===== src/rtl/bse_pkg.sv =====
package bse_pkg;

  localparam int TABLE_POINTS = 11;
  localparam int IDX_W = $clog2(TABLE_POINTS);
  localparam logic [IDX_W-1:0] LAST_IDX = IDX_W'(TABLE_POINTS - 1);

  localparam int MV_W = 15;
  localparam int LEVEL_W = 14;
  localparam logic [LEVEL_W-1:0] LEVEL_MAX = 14'd10000;
  localparam logic [LEVEL_W-1:0] LEVEL_MIN = 14'd0;
  localparam logic [LEVEL_W-1:0] SLEW_RESET = 14'd100;

  // one table segment spans ten percent, in hundredths
  localparam int SPAN_PC = 1000;
  localparam int DIV_W = 10;
  localparam int Q_W = 10;
  localparam int NUM_W = 20;
  localparam int CNT_W = $clog2(Q_W);

  localparam int CFG_IDX_W = 1;
  localparam int CFG_DATA_W = 14;

  typedef enum logic [CFG_IDX_W-1:0] {
    REG_CHEMISTRY = 1'd0,
    REG_SLEW_LIMIT = 1'd1
  } cfg_reg_t;

  localparam logic [MV_W-1:0] LEAD_MV [TABLE_POINTS] = '{
    15'd12700, 15'd12580, 15'd12460, 15'd12360, 15'd12280, 15'd12200,
    15'd12060, 15'd11900, 15'd11750, 15'd11580, 15'd11400
  };
  localparam logic [MV_W-1:0] LFP_MV [TABLE_POINTS] = '{
    15'd13400, 15'd13300, 15'd13250, 15'd13220, 15'd13200, 15'd13180,
    15'd13150, 15'd13100, 15'd13000, 15'd12900, 15'd12000
  };
  localparam logic [LEVEL_W-1:0] LEVELS [TABLE_POINTS] = '{
    14'd10000, 14'd9000, 14'd8000, 14'd7000, 14'd6000, 14'd5000,
    14'd4000, 14'd3000, 14'd2000, 14'd1000, 14'd0
  };

  typedef struct packed {
    logic [MV_W-1:0] battery_mv;
    logic            battery_ok;
    logic [MV_W-1:0] panel_mv;
    logic            panel_ok;
  } sample_t;

  typedef struct packed {
    logic               soc_valid;
    logic [LEVEL_W-1:0] soc_level;
    logic               is_charging;
  } report_t;

  typedef struct packed {
    logic load;
    logic clear_est;
    logic set_charge;
    logic want_top;
    logic want_bot;
    logic idx_init;
    logic idx_inc;
    logic div_init;
    logic div_step;
    logic want_interp;
    logic update_est;
    logic out_load;
  } cmd_t;

  typedef struct packed {
    logic bat_ok;
    logic charging;
    logic above_top;
    logic below_bot;
    logic seg_hit;
    logic at_last;
    logic div_last;
  } status_t;

  function automatic logic [MV_W-1:0] table_mv(input logic chem,
                                               input logic [IDX_W-1:0] idx);
    logic [MV_W-1:0] v;
    v = '0;
    if (idx <= LAST_IDX) begin
      v = chem ? LFP_MV[idx] : LEAD_MV[idx];
    end
    return v;
  endfunction

  function automatic logic [LEVEL_W-1:0] table_level(input logic [IDX_W-1:0] idx);
    logic [LEVEL_W-1:0] v;
    v = '0;
    if (idx <= LAST_IDX) begin
      v = LEVELS[idx];
    end
    return v;
  endfunction

endpackage


===== src/rtl/bse_datapath.sv =====
module bse_datapath (
  input  logic                            clk,
  input  logic                            rst,
  input  bse_pkg::sample_t                sample,
  input  logic                            cfg_we,
  input  logic [bse_pkg::CFG_IDX_W-1:0]   cfg_index,
  input  logic [bse_pkg::CFG_DATA_W-1:0]  cfg_data,
  input  bse_pkg::cmd_t                   cmd,
  output bse_pkg::status_t                status,
  output bse_pkg::report_t                report
);
  import bse_pkg::*;

  logic [MV_W-1:0]    bat_mv;
  logic               bat_ok;
  logic [MV_W-1:0]    pan_mv;
  logic               pan_ok;
  logic               chem;
  logic [LEVEL_W-1:0] slew;
  logic               have_est;
  logic [LEVEL_W-1:0] est;
  logic               charge;
  logic [LEVEL_W-1:0] want;
  logic [IDX_W-1:0]   idx;
  logic [NUM_W-1:0]   rem;
  logic [NUM_W-1:0]   dsh;
  logic [Q_W-1:0]     quot;
  logic [CNT_W-1:0]   div_cnt;
  report_t            report_q;

  logic [MV_W-1:0]    mv_cur;
  logic [MV_W-1:0]    mv_prev;
  logic [MV_W-1:0]    diff_mv;
  logic [MV_W-1:0]    span_mv;
  logic [NUM_W-1:0]   numerator;
  logic [LEVEL_W:0]   est_up;
  logic [LEVEL_W:0]   want_up;
  logic [LEVEL_W-1:0] est_next;

  assign mv_cur = table_mv(chem, idx);
  assign mv_prev = table_mv(chem, idx - 1'b1);
  assign diff_mv = bat_mv - mv_cur;
  assign span_mv = mv_prev - mv_cur;
  assign numerator = NUM_W'(diff_mv[DIV_W-1:0]) * NUM_W'(SPAN_PC);

  assign status.bat_ok = bat_ok;
  assign status.charging = pan_ok && (pan_mv > bat_mv);
  assign status.above_top = bat_mv >= table_mv(chem, '0);
  assign status.below_bot = bat_mv <= table_mv(chem, LAST_IDX);
  assign status.seg_hit = bat_mv >= mv_cur;
  assign status.at_last = idx == LAST_IDX;
  assign status.div_last = div_cnt == CNT_W'(Q_W - 1);

  assign est_up = {1'b0, est} + {1'b0, slew};
  assign want_up = {1'b0, want} + {1'b0, slew};

  always_comb begin
    if (!have_est) begin
      est_next = want;
    end else if ({1'b0, want} > est_up) begin
      est_next = est_up[LEVEL_W-1:0];
    end else if (want_up < {1'b0, est}) begin
      est_next = est - slew;
    end else begin
      est_next = want;
    end
  end

  always_ff @(posedge clk) begin
    if (rst) begin
      chem <= 1'b0;
      slew <= SLEW_RESET;
      have_est <= 1'b0;
      est <= '0;
      charge <= 1'b0;
    end else begin
      if (cfg_we) begin
        unique case (cfg_reg_t'(cfg_index))
          REG_CHEMISTRY:  chem <= cfg_data[0];
          REG_SLEW_LIMIT: slew <= cfg_data[LEVEL_W-1:0];
          default: ;
        endcase
      end
      if (cmd.clear_est) begin
        have_est <= 1'b0;
        est <= '0;
      end
      if (cmd.set_charge) begin
        charge <= status.charging;
      end
      if (cmd.update_est) begin
        have_est <= 1'b1;
        est <= est_next;
      end
    end
  end

  always_ff @(posedge clk) begin
    if (cmd.load) begin
      bat_mv <= sample.battery_mv;
      bat_ok <= sample.battery_ok;
      pan_mv <= sample.panel_mv;
      pan_ok <= sample.panel_ok;
    end
    if (cmd.want_top) begin
      want <= LEVEL_MAX;
    end else if (cmd.want_bot) begin
      want <= LEVEL_MIN;
    end else if (cmd.want_interp) begin
      want <= table_level(idx) + LEVEL_W'(quot);
    end
    if (cmd.idx_init) begin
      idx <= IDX_W'(1);
    end else if (cmd.idx_inc) begin
      idx <= idx + 1'b1;
    end
    if (cmd.div_init) begin
      rem <= numerator;
      dsh <= NUM_W'(span_mv[DIV_W-1:0]) << (Q_W - 1);
      quot <= '0;
      div_cnt <= '0;
    end else if (cmd.div_step) begin
      if (rem >= dsh) begin
        rem <= rem - dsh;
        quot <= {quot[Q_W-2:0], 1'b1};
      end else begin
        quot <= {quot[Q_W-2:0], 1'b0};
      end
      dsh <= dsh >> 1;
      div_cnt <= div_cnt + 1'b1;
    end
    if (cmd.out_load) begin
      report_q.soc_valid <= have_est;
      report_q.soc_level <= have_est ? est : '0;
      report_q.is_charging <= charge;
    end
  end

  assign report = report_q;

`ifndef ASSERT_OFF
  a_est_range: assert property (@(posedge clk) disable iff (rst)
    have_est |-> est <= LEVEL_MAX)
    else $error("estimate out of range");
  a_quot_range: assert property (@(posedge clk) disable iff (rst)
    cmd.want_interp |-> quot < Q_W'(SPAN_PC))
    else $error("interpolation step exceeds segment");
  a_want_range: assert property (@(posedge clk) disable iff (rst)
    cmd.update_est |-> want <= LEVEL_MAX)
    else $error("target level out of range");
`endif

endmodule


===== src/rtl/bse_controller.sv =====
module bse_controller (
  input  logic               clk,
  input  logic               rst,
  input  logic               sample_valid,
  output logic               sample_ready,
  output logic               report_valid,
  input  logic               report_ready,
  input  bse_pkg::status_t   status,
  output bse_pkg::cmd_t      cmd
);
  import bse_pkg::*;

  typedef enum logic [2:0] {
    S_IDLE,
    S_CHECK,
    S_SEARCH,
    S_DIVIDE,
    S_WANT,
    S_SLEW,
    S_DONE
  } state_t;

  state_t state;
  state_t state_next;
  logic   out_free;

  assign sample_ready = state == S_IDLE;
  assign out_free = !report_valid || report_ready;

  always_comb begin
    cmd = '0;
    state_next = state;
    unique case (state)
      S_IDLE: begin
        if (sample_valid) begin
          cmd.load = 1'b1;
          state_next = S_CHECK;
        end
      end
      S_CHECK: begin
        if (!status.bat_ok) begin
          cmd.clear_est = 1'b1;
          state_next = S_DONE;
        end else begin
          cmd.set_charge = 1'b1;
          if (status.charging) begin
            state_next = S_DONE;
          end else if (status.above_top) begin
            cmd.want_top = 1'b1;
            state_next = S_SLEW;
          end else if (status.below_bot) begin
            cmd.want_bot = 1'b1;
            state_next = S_SLEW;
          end else begin
            cmd.idx_init = 1'b1;
            state_next = S_SEARCH;
          end
        end
      end
      S_SEARCH: begin
        if (status.seg_hit) begin
          cmd.div_init = 1'b1;
          state_next = S_DIVIDE;
        end else begin
          cmd.idx_inc = 1'b1;
        end
      end
      S_DIVIDE: begin
        cmd.div_step = 1'b1;
        if (status.div_last) begin
          state_next = S_WANT;
        end
      end
      S_WANT: begin
        cmd.want_interp = 1'b1;
        state_next = S_SLEW;
      end
      S_SLEW: begin
        cmd.update_est = 1'b1;
        state_next = S_DONE;
      end
      S_DONE: begin
        if (out_free) begin
          cmd.out_load = 1'b1;
          state_next = S_IDLE;
        end
      end
      default: state_next = S_IDLE;
    endcase
  end

  always_ff @(posedge clk) begin
    if (rst) begin
      state <= S_IDLE;
      report_valid <= 1'b0;
    end else begin
      state <= state_next;
      if (cmd.out_load) begin
        report_valid <= 1'b1;
      end else if (report_ready) begin
        report_valid <= 1'b0;
      end
    end
  end

`ifndef ASSERT_OFF
  a_one_item: assert property (@(posedge clk) disable iff (rst)
    sample_valid && sample_ready |=> !sample_ready)
    else $error("item accepted while busy");
  a_search_bound: assert property (@(posedge clk) disable iff (rst)
    state == S_SEARCH |-> !status.at_last || status.seg_hit)
    else $error("segment search ran past table end");
  a_out_free: assert property (@(posedge clk) disable iff (rst)
    cmd.out_load |-> !report_valid || report_ready)
    else $error("result overwritten before taken");
`endif

endmodule


===== src/rtl/battery_soc_estimator_unit.sv =====
// Battery state-of-charge estimator. Each item on the sample channel is one
// periodic reading; it yields exactly one item on the report channel. An
// item may have to wait for the report register to free up. A battery
// reading that is invalid or a charging decision passes through idle,
// check and done, and a voltage beyond either end of the table through
// idle, check, slew and done. A voltage inside the table walks the table
// one entry per cycle to find its segment, then runs a shift-subtract
// divider for the interpolation. One item is in work at a time; a finished
// report waits in its own register so the next sample can be taken before
// it is read. Chemistry and slew limit are written through
// cfg_we/cfg_index/cfg_data and should only change while the block is idle.
module battery_soc_estimator_unit (
  input  logic                            clk,
  input  logic                            rst,
  input  logic                            sample_valid,
  output logic                            sample_ready,
  input  bse_pkg::sample_t                sample,
  output logic                            report_valid,
  input  logic                            report_ready,
  output bse_pkg::report_t                report,
  input  logic                            cfg_we,
  input  logic [bse_pkg::CFG_IDX_W-1:0]   cfg_index,
  input  logic [bse_pkg::CFG_DATA_W-1:0]  cfg_data
);
  import bse_pkg::*;

  cmd_t    cmd;
  status_t status;

  bse_controller u_ctrl (
    .clk          (clk),
    .rst          (rst),
    .sample_valid (sample_valid),
    .sample_ready (sample_ready),
    .report_valid (report_valid),
    .report_ready (report_ready),
    .status       (status),
    .cmd          (cmd)
  );

  bse_datapath u_dp (
    .clk       (clk),
    .rst       (rst),
    .sample    (sample),
    .cfg_we    (cfg_we),
    .cfg_index (cfg_index),
    .cfg_data  (cfg_data),
    .cmd       (cmd),
    .status    (status),
    .report    (report)
  );

endmodule


===== config.mk =====
export PLATFORM = sky130hd
export DESIGN_NAME = battery_soc_estimator_unit
export DESIGN_NICKNAME = d
export VERILOG_FILES = /design/src/rtl/bse_pkg.sv /design/src/rtl/bse_datapath.sv /design/src/rtl/bse_controller.sv /design/src/rtl/battery_soc_estimator_unit.sv
export SDC_FILE = /design/constraint.sdc
export NUM_CORES = 1
export LEC_CHECK = 0
export BUFFER_PORTS_ARGS = -buffer_cell sky130_fd_sc_hd__buf_2
export CELL_PAD_IN_SITES_DETAIL_PLACEMENT = 1
export CELL_PAD_IN_SITES_GLOBAL_PLACEMENT = 1
export CORE_MARGIN = 5
export CORE_UTILIZATION = 44
export DETAILED_ROUTE_END_ITERATION = 8
export PLACE_DENSITY = 0.87
export SYNTH_ARGS = -nofsm -noshare
export SYNTH_HDL_FRONTEND = slang
export SYNTH_SLANG_ARGS = --single-unit
export TNS_END_PERCENT = 50

===== constraint.sdc =====
create_clock -name clk -period 7.3 [get_ports clk]
set_input_delay 1.095 -clock clk [delete_from_list [all_inputs] [get_ports clk]]
set_output_delay 1.095 -clock clk [all_outputs]
set_load 0.02 [all_outputs]

==> reports/metrics.yaml, run 1 <==
status: "finished clean"
synthFlopType: "dfxtp_1"
multi_input_area_sq_mm: 0.00891
skew_ns: 0.0173
tightest_slew_ns: 1.11
overflow: 0
h-tree-depth: 4
clk_latency_ns: 0.46
cap_viol_max_count: 0
drt-initial-drc-count: 705
syn_nets: 1851
crit_family: "adder cells"
yosysWarnings: 0
avgSynthCellArea_sq_um: 8.62
dp_slack_ns: 0.123
fp.dieH_um: 185
firstDrtPassIters: 5
final_cells: 2035
antennaDiodeCount: 0
die-area_sq_mm: 0.0343
initial_core_util_pct: 44.3
most-common-layout-cells: "ha_1 (191), nand2_1 (164), inv_1 (155), a21oi_1 (131), nor2_1 (104)"
antenna_found_initial: 0
path_class: "flop to flop"
path_common_cell: "inv_1"
reg2reg_to: "u_dp.rem[19]"
slew_viol_final: 0
portBuffers: 69
worst_slack_ns: 0.400
die_w_um: 185
core_sq_mm: 0.0305
syn_to_final_growth_pct: 10.6
hold_end: "u_dp.rem[0]"
routabilityCongestion: 0.921
hold_ws_ns: 0.467
tritoncts: "done"
slew-limit-headroom_pct: 25.6
syn-instance-count: 1570
antenna_left: 0
crit_buf_inv: 7
cts_buffers: 17
finalCriticalPeriod_ns: 6.90
fill_cells: 3603
vias_per_cell: 5.84
root_buffer: "clkbuf_16"
yosysSeqAreaShare_pct: 28.3
min_path_type: "flop to flop"
path_clk_slew_ns: 0.08
holdPathStages: 1
crit_path_end_kind: "flop"
grt_pass1_wl_mm: 66.0
finalHoldViolations: 0
min_period_over_period_pct: 94.5
drc: 0
cts_sinks: 154
clk_path_buf_depth: 2
grt_max_degree: 33
setup_viol_count_final: 0
syn_area_sq_mm: 0.0135
num_rows: 64
reg2reg_slack_ns: 0.40
nets: 1907
hp-start: "u_dp.rem[0]"
holdBufCountCts: 0
finish.instance_area_sq_mm: 0.0150
synth-seq-cells: 154
pin_count: 70
fmax_mhz: 145
synth_cell_types: 78
critPathLaunchType: "flop"
slowest_stage: "fa_1"
cpPeakStageDelay_ns: 0.57
dp_cells: 2003
cp_max_fo: 8
track_usage_pct: 23.8
regArea_sq_mm: 0.00383
required_ns: 7.49
drive_above_1_share_pct: 10.1
hpwl_mm: 30.4
critPathArrivalTime_ns: 7.09
async_flop_share_pct: 0
r2r_cells: 29
cts_setup_buffers: 0
worstReg2RegStart: "u_dp.idx[0]"
grt_pass1_vias: 13000
routed_wl_mm: 40.0
layout.cells.most_common: "ha_1"
vias: 11900
wl_per_cell_um: 19.7
place_area_sq_mm: 0.0143
synth_enable_flop_cells: 75
final cells by class:
class | instances | area share [%]
timing repair buffer | 96 | 3.66
tap | 396 | 3.31
inverter | 158 | 3.96
clock inverter | 15 | 1.04
clock buffer | 17 | 2.84
multi-input combinational | 1199 | 59.6
sequential | 154 | 25.6
through the flow:
stage                     util, %  setup TNS, ns
after floorplan                 -              0
after global placement       46.9              0
after detailed placement     46.9              0
after CTS                    48.8              0
after global routing         49.0        -0.0310
final                        49.0              0
per-layer routing:
layer / share of wire, % / vias up / GRT usage [%]
met5: 0 / - / 0
met4: 4.0 / 0 / 9.95
met3: 3.5 / 105 / 3.71
met2: 50 / 265 / 43.1
met1: 42 / 5864 / 27.9
li1: - / 5655 / -
worst max-delay path by stage:
stage | startpoint | to | slack [ns] | cells past startpoint
floorplan | u_dp.idx[1] | u_dp.rem[19] | 0.41 | 27
global placement | u_dp.idx[1] | u_dp.rem[18] | 0.38 | 25
detailed placement | u_dp.idx[1] | u_dp.rem[19] | 0.12 | 26
CTS | u_dp.idx[1] | u_dp.rem[19] | 0.07 | 26
global route | u_dp.idx[0] | u_dp.rem[19] | -0.03 | 29
finish | u_dp.idx[0] | u_dp.rem[19] | 0.40 | 29
timing repair:
action	4_1_cts	5_1_grt
setup endpoints to repair	0	5
gates resized for setup	0	15
endpoints found under the hold margin	0	0
kinds of logic after synthesis:
family	share of synthesized area (%)
AOI/OAI and AO/OA	20.3
adders and majority gates	23.1
xor gates and xnor gates	6.15
and+or+nand+nor	15.4
buffers and inverters	6.34
muxes	0.324
DFF	28.3
cell usage after synthesis, types with 6 or more instances:
cell	count	area, sq um
ha_1	194	2430
nand2_1	164	616
inv_1	156	586
a21oi_1	133	666
nor2_1	104	390
o21ai_0	83	415
dfxtp_1	79	1580
edfxtp_1	75	2250
xnor2_1	56	490
clkbuf_1	42	158
a21o_1	41	308
xor2_1	39	342
fa_1	35	701
nor3_1	33	165
nand3_1	31	155
o22ai_1	27	169
nor2b_1	19	119
nand2b_1	17	106
or3_1	16	100
and2_1	13	81.3
a31oi_1	12	75.1
o21ai_1	12	60.1
a211oi_1	11	82.6
nand4_1	11	68.8
buf_2	10	50.1
o211ai_1	10	75.1
o21bai_1	10	75.1
o31ai_1	10	75.1
o21a_1	9	67.6
nand3b_1	6	45.0
or2_2	6	37.5
flip-flops by register name (all words and copies together) (netlist names):
name                 flops
u_dp.rem                20
u_dp.charge              1
u_dp.pan_mv             15
u_dp.div_cnt             4
u_dp.want               14
u_dp.pan_ok              1
u_dp.dsh                19
u_dp.bat_mv             15
u_dp.chem                1
u_dp.have_est            1
u_dp.report             16
u_dp.slew               14
u_ctrl.state             3
u_ctrl.report_valid      1
u_dp.est                14
u_dp.quot               10
u_dp.bat_ok              1
u_dp.idx                 4
worst reg2reg max path: cells and delay by family, from the launching register on:
| kind | cells | cell delay, ns |
|---|---|---|
| AO/OA/AOI/OAI | 9 | 1.70 |
| XOR/XNOR | 3 | 0.62 |
| adder cells (fa/ha/maj) | 7 | 2.61 |
| buffers and inverters | 7 | 0.81 |
| flip-flops | 1 | 0.31 |
| AND/OR/NAND/NOR | 3 | 0.58 |
Power of run 1 is left out: the tool's default activity adds up to more than one toggle a clock period on the data nets, which glitch-free logic cannot reach.
==> run 2, diff against run 1 <==
- CELL_PAD_IN_SITES_DETAIL_PLACEMENT: 1 -> not set
- CELL_PAD_IN_SITES_GLOBAL_PLACEMENT: 1 -> not set
- CORE_UTILIZATION: 44 -> 50
- PLACE_DENSITY: 0.87 -> 0.79
==> reports/metrics.yaml, run 2 (synthesis results as in run 1) <==
cpPeakStageDelay_ns: 0.58
critPathArrivalTime_ns: 7.09
firstDrtPassIters: 6
hold_end: "u_dp.report[0]"
clk_path_buf_depth: 2
finalCriticalPeriod_ns: 6.94
path_clk_slew_ns: 0.07
finish.instance_area_sq_mm: 0.0149
clk_latency_ns: 0.45
antenna_found_initial: 0
rsz0062_at_grt: "yes"
pin_count: 70
grt_max_degree: 33
die_w_um: 174
holdBufCountCts: 0
finalHoldViolations: 0
status: "finished clean"
hpwl_mm: 25.8
root_buffer: "clkbuf_16"
cts_sinks: 154
crit_path_end_kind: "flop"
track_usage_pct: 21.7
vias: 11600
drive_above_1_share_pct: 9.94
h-tree-depth: 4
hold_ws_ns: 0.442
place_area_sq_mm: 0.0143
routabilityCongestion: 0.923
path_common_cell: "inv_1"
portBuffers: 69
critPathLaunchType: "flop"
min_period_over_period_pct: 95.1
hp-start: "u_dp.charge"
reg2reg_slack_ns: 0.36
fp.dieH_um: 174
cts_setup_buffers: 0
syn_to_final_growth_pct: 10.1
skew_ns: 0.0179
setup_viol_count_final: 0
antenna_left: 0
largest_reg_flops: 20
worstReg2RegStart: "u_dp.idx[0]"
crit_family: "adder cells"
drc: 0
cts_buffers: 17
initial_core_util_pct: 50.5
drt-initial-drc-count: 1011
routed_wl_mm: 33.4
die-area_sq_mm: 0.0304
layout.cells.most_common: "ha_1"
num_rows: 60
slew_viol_final: 0
grt_pass1_wl_mm: 54.9
antennaDiodeCount: 0
overflow: 0
most-common-layout-cells: "ha_1 (191), nand2_1 (164), inv_1 (155), a21oi_1 (132), nor2_1 (104)"
tightest_slew_ns: 0.965
crit_buf_inv: 7
grt_pass1_vias: 11300
reg2reg_to: "u_dp.rem[19]"
nets: 1908
cap_viol_max_count: 0
slowest_stage: "fa_1"
r2r_cells: 29
top_register: "u_dp.rem"
cp_max_fo: 8
required_ns: 7.45
tritoncts: "done"
vias_per_cell: 5.84
cts_resized: 0
path_class: "flop to flop"
wl_per_cell_um: 16.8
slew-limit-headroom_pct: 35.2
core_sq_mm: 0.0268
min_path_type: "flop to flop"
fmax_mhz: 144
holdPathStages: 0
-- run 2: worst max-delay path by stage --
stage                      from      endpoint  slack, ns  cells after the start
floorplan           u_dp.idx[1]  u_dp.rem[19]       0.41                     27
global placement    u_dp.idx[0]  u_dp.rem[18]       0.48                     28
detailed placement  u_dp.idx[0]  u_dp.rem[18]       0.27                     26
CTS                 u_dp.idx[0]  u_dp.rem[18]       0.23                     28
global route        u_dp.idx[0]  u_dp.rem[19]      -0.02                     29
finish              u_dp.idx[0]  u_dp.rem[19]       0.36                     29
-- run 2: through the flow --
step                std cells  utilization (%)  setup slack [ns]  setup TNS (ns)
finish                   1981             55.6             0.358               0
global route             1981             55.6           -0.0210         -0.0233
CTS                      1981             55.4             0.232               0
detailed placement       1949             53.2             0.271               0
global placement         1949             53.2             0.477               0
floorplan                1570                -             0.410               0
-- run 2: final cells by class --
type                       count  area [sq um]
clock inverter                12          97.6
clock buffer                  20           478
sequential                   154          3830
fill                        2354         11900
tap                          341           427
inverter                     158           597
timing repair buffer          97           568
multi-input combinational   1199          8890
-- run 2: routing by layer --
| metal | global-route usage (%) | vias to the layer above | wire [um] |
|---|---|---|---|
| li1 | - | 5668 | - |
| met1 | 27.0 | 5500 | 14200 |
| met2 | 38.3 | 331 | 16500 |
| met3 | 3.44 | 63 | 1670 |
| met4 | 7.59 | 0 | 983 |
| met5 | 0 | - | 0 |
Power of run 2 is left out for the same reason.
==> run 3, diff against run 2 <==
- ABC_CLOCK_PERIOD_IN_PS: not set -> 7300
- MAX_ROUTING_LAYER: not set -> met4
==> reports/metrics.yaml, run 3 (synthesis results as in run 1) <==
root_buffer: "clkbuf_16"
num_rows: 60
cts_sinks: 154
grt_pass1_wl_mm: 55.6
grt_max_degree: 33
drc: 0
finalCriticalPeriod_ns: 6.87
antenna_left: 0
path_clk_slew_ns: 0.07
pin_count: 70
path_class: "flop to flop"
tightest_slew_ns: 0.869
clk_path_buf_depth: 2
die_w_um: 174
cpPeakStageDelay_ns: 0.53
vias_per_cell: 5.85
finalHoldViolations: 0
dp_slack_ns: 0.172
initial_core_util_pct: 50.5
vias: 11600
grt_pass1_vias: 11500
finalSetupTns_ns: 0
crit_path_end_kind: "flop"
path_common_cell: "a21o_1"
h-tree-depth: 4
setup_viol_count_final: 0
min_path_type: "flop to flop"
critPathLaunchType: "flop"
cts_setup_buffers: 0
most-common-layout-cells: "ha_1 (191), nand2_1 (164), inv_1 (155), a21oi_1 (132), nor2_1 (104)"
antenna_found_initial: 0
routed_wl_mm: 33.9
nets: 1912
cap_viol_max_count: 0
antennaDiodeCount: 0
top_register: "u_dp.rem"
slowest_stage: "fa_1"
hpwl_mm: 26.2
drive_above_1_share_pct: 10.2
tritoncts: "done"
rsz0062_at_grt: "no"
skew_ns: 0.0138
fmax_mhz: 146
cts_buffers: 17
wl_per_cell_um: 17.1
clk_latency_ns: 0.43
min_period_over_period_pct: 94.1
fp.dieH_um: 174
critPathArrivalTime_ns: 7.02
overflow: 0
largest_reg_flops: 20
layout.cells.most_common: "ha_1"
slew-limit-headroom_pct: 42.0
worst_slack_ns: 0.428
core_sq_mm: 0.0268
syn_to_final_growth_pct: 10.4
status: "finished clean"
die-area_sq_mm: 0.0304
slew_viol_final: 0
firstDrtPassIters: 5
track_usage_pct: 22.7
required_ns: 7.45
portBuffers: 69
cp_max_fo: 12
routabilityCongestion: 0.932
drt-initial-drc-count: 772
fill_cells: 2401
==> run 3: final timing paths <==
kind	startpoint	end	slack, ns	cells after the start
worst max-delay path	u_dp.idx[1]	u_dp.rem[18]	0.43	28
worst min-delay path	u_dp.charge	u_dp.report[0]	0.45	0
worst max register to register	u_dp.idx[1]	u_dp.rem[18]	0.43	28
worst min register to register	u_dp.charge	u_dp.report[0]	0.45	0
==> run 3: cell type report <==
class	instances	area, sq um	share of cell area (%)
clock inverters	14	143	0.955
well taps	341	427	2.86
repair buffers	101	586	3.92
inverters	158	597	4.00
multi-input cells	1199	8900	59.6
flip-flops and latches	154	3830	25.7
clock buffers	18	450	3.02
==> run 3: per-layer routing <==
metal	routed length [um]	GRT usage, %
met1	14400	26.7
met3	1600	2.85
met5	0	-
met4	1210	8.97
met2	16700	39.4
==> run 3: stage by stage <==
stage	utilization [%]	area, sq um	instances	hold slack (ns)
detailed placement	53.3	14300	1953	0.417
CTS	55.5	14900	1985	0.441
finish	55.7	14900	1985	0.450
global route	55.7	14900	1985	0.456
floorplan	-	13500	1570	0.402
global placement	53.3	14300	1953	0.420
==> run 3: what timing repair did <==
action,CTS,global route
hold buffers,0,0
gates resized for setup,0,13
setup endpoints to repair,0,5
==> run 3: worst max-delay path, delay by kind of cell, from the launching register on <==
family | cells | cell delay, ns
AND/OR/NAND/NOR | 1 | 0.08
adder cells (fa/ha/maj) | 7 | 2.82
flip-flops | 1 | 0.43
AO/OA/AOI/OAI | 15 | 2.40
XOR/XNOR | 2 | 0.38
buffers and inverters | 3 | 0.48
Power of run 3 is left out for the same reason.
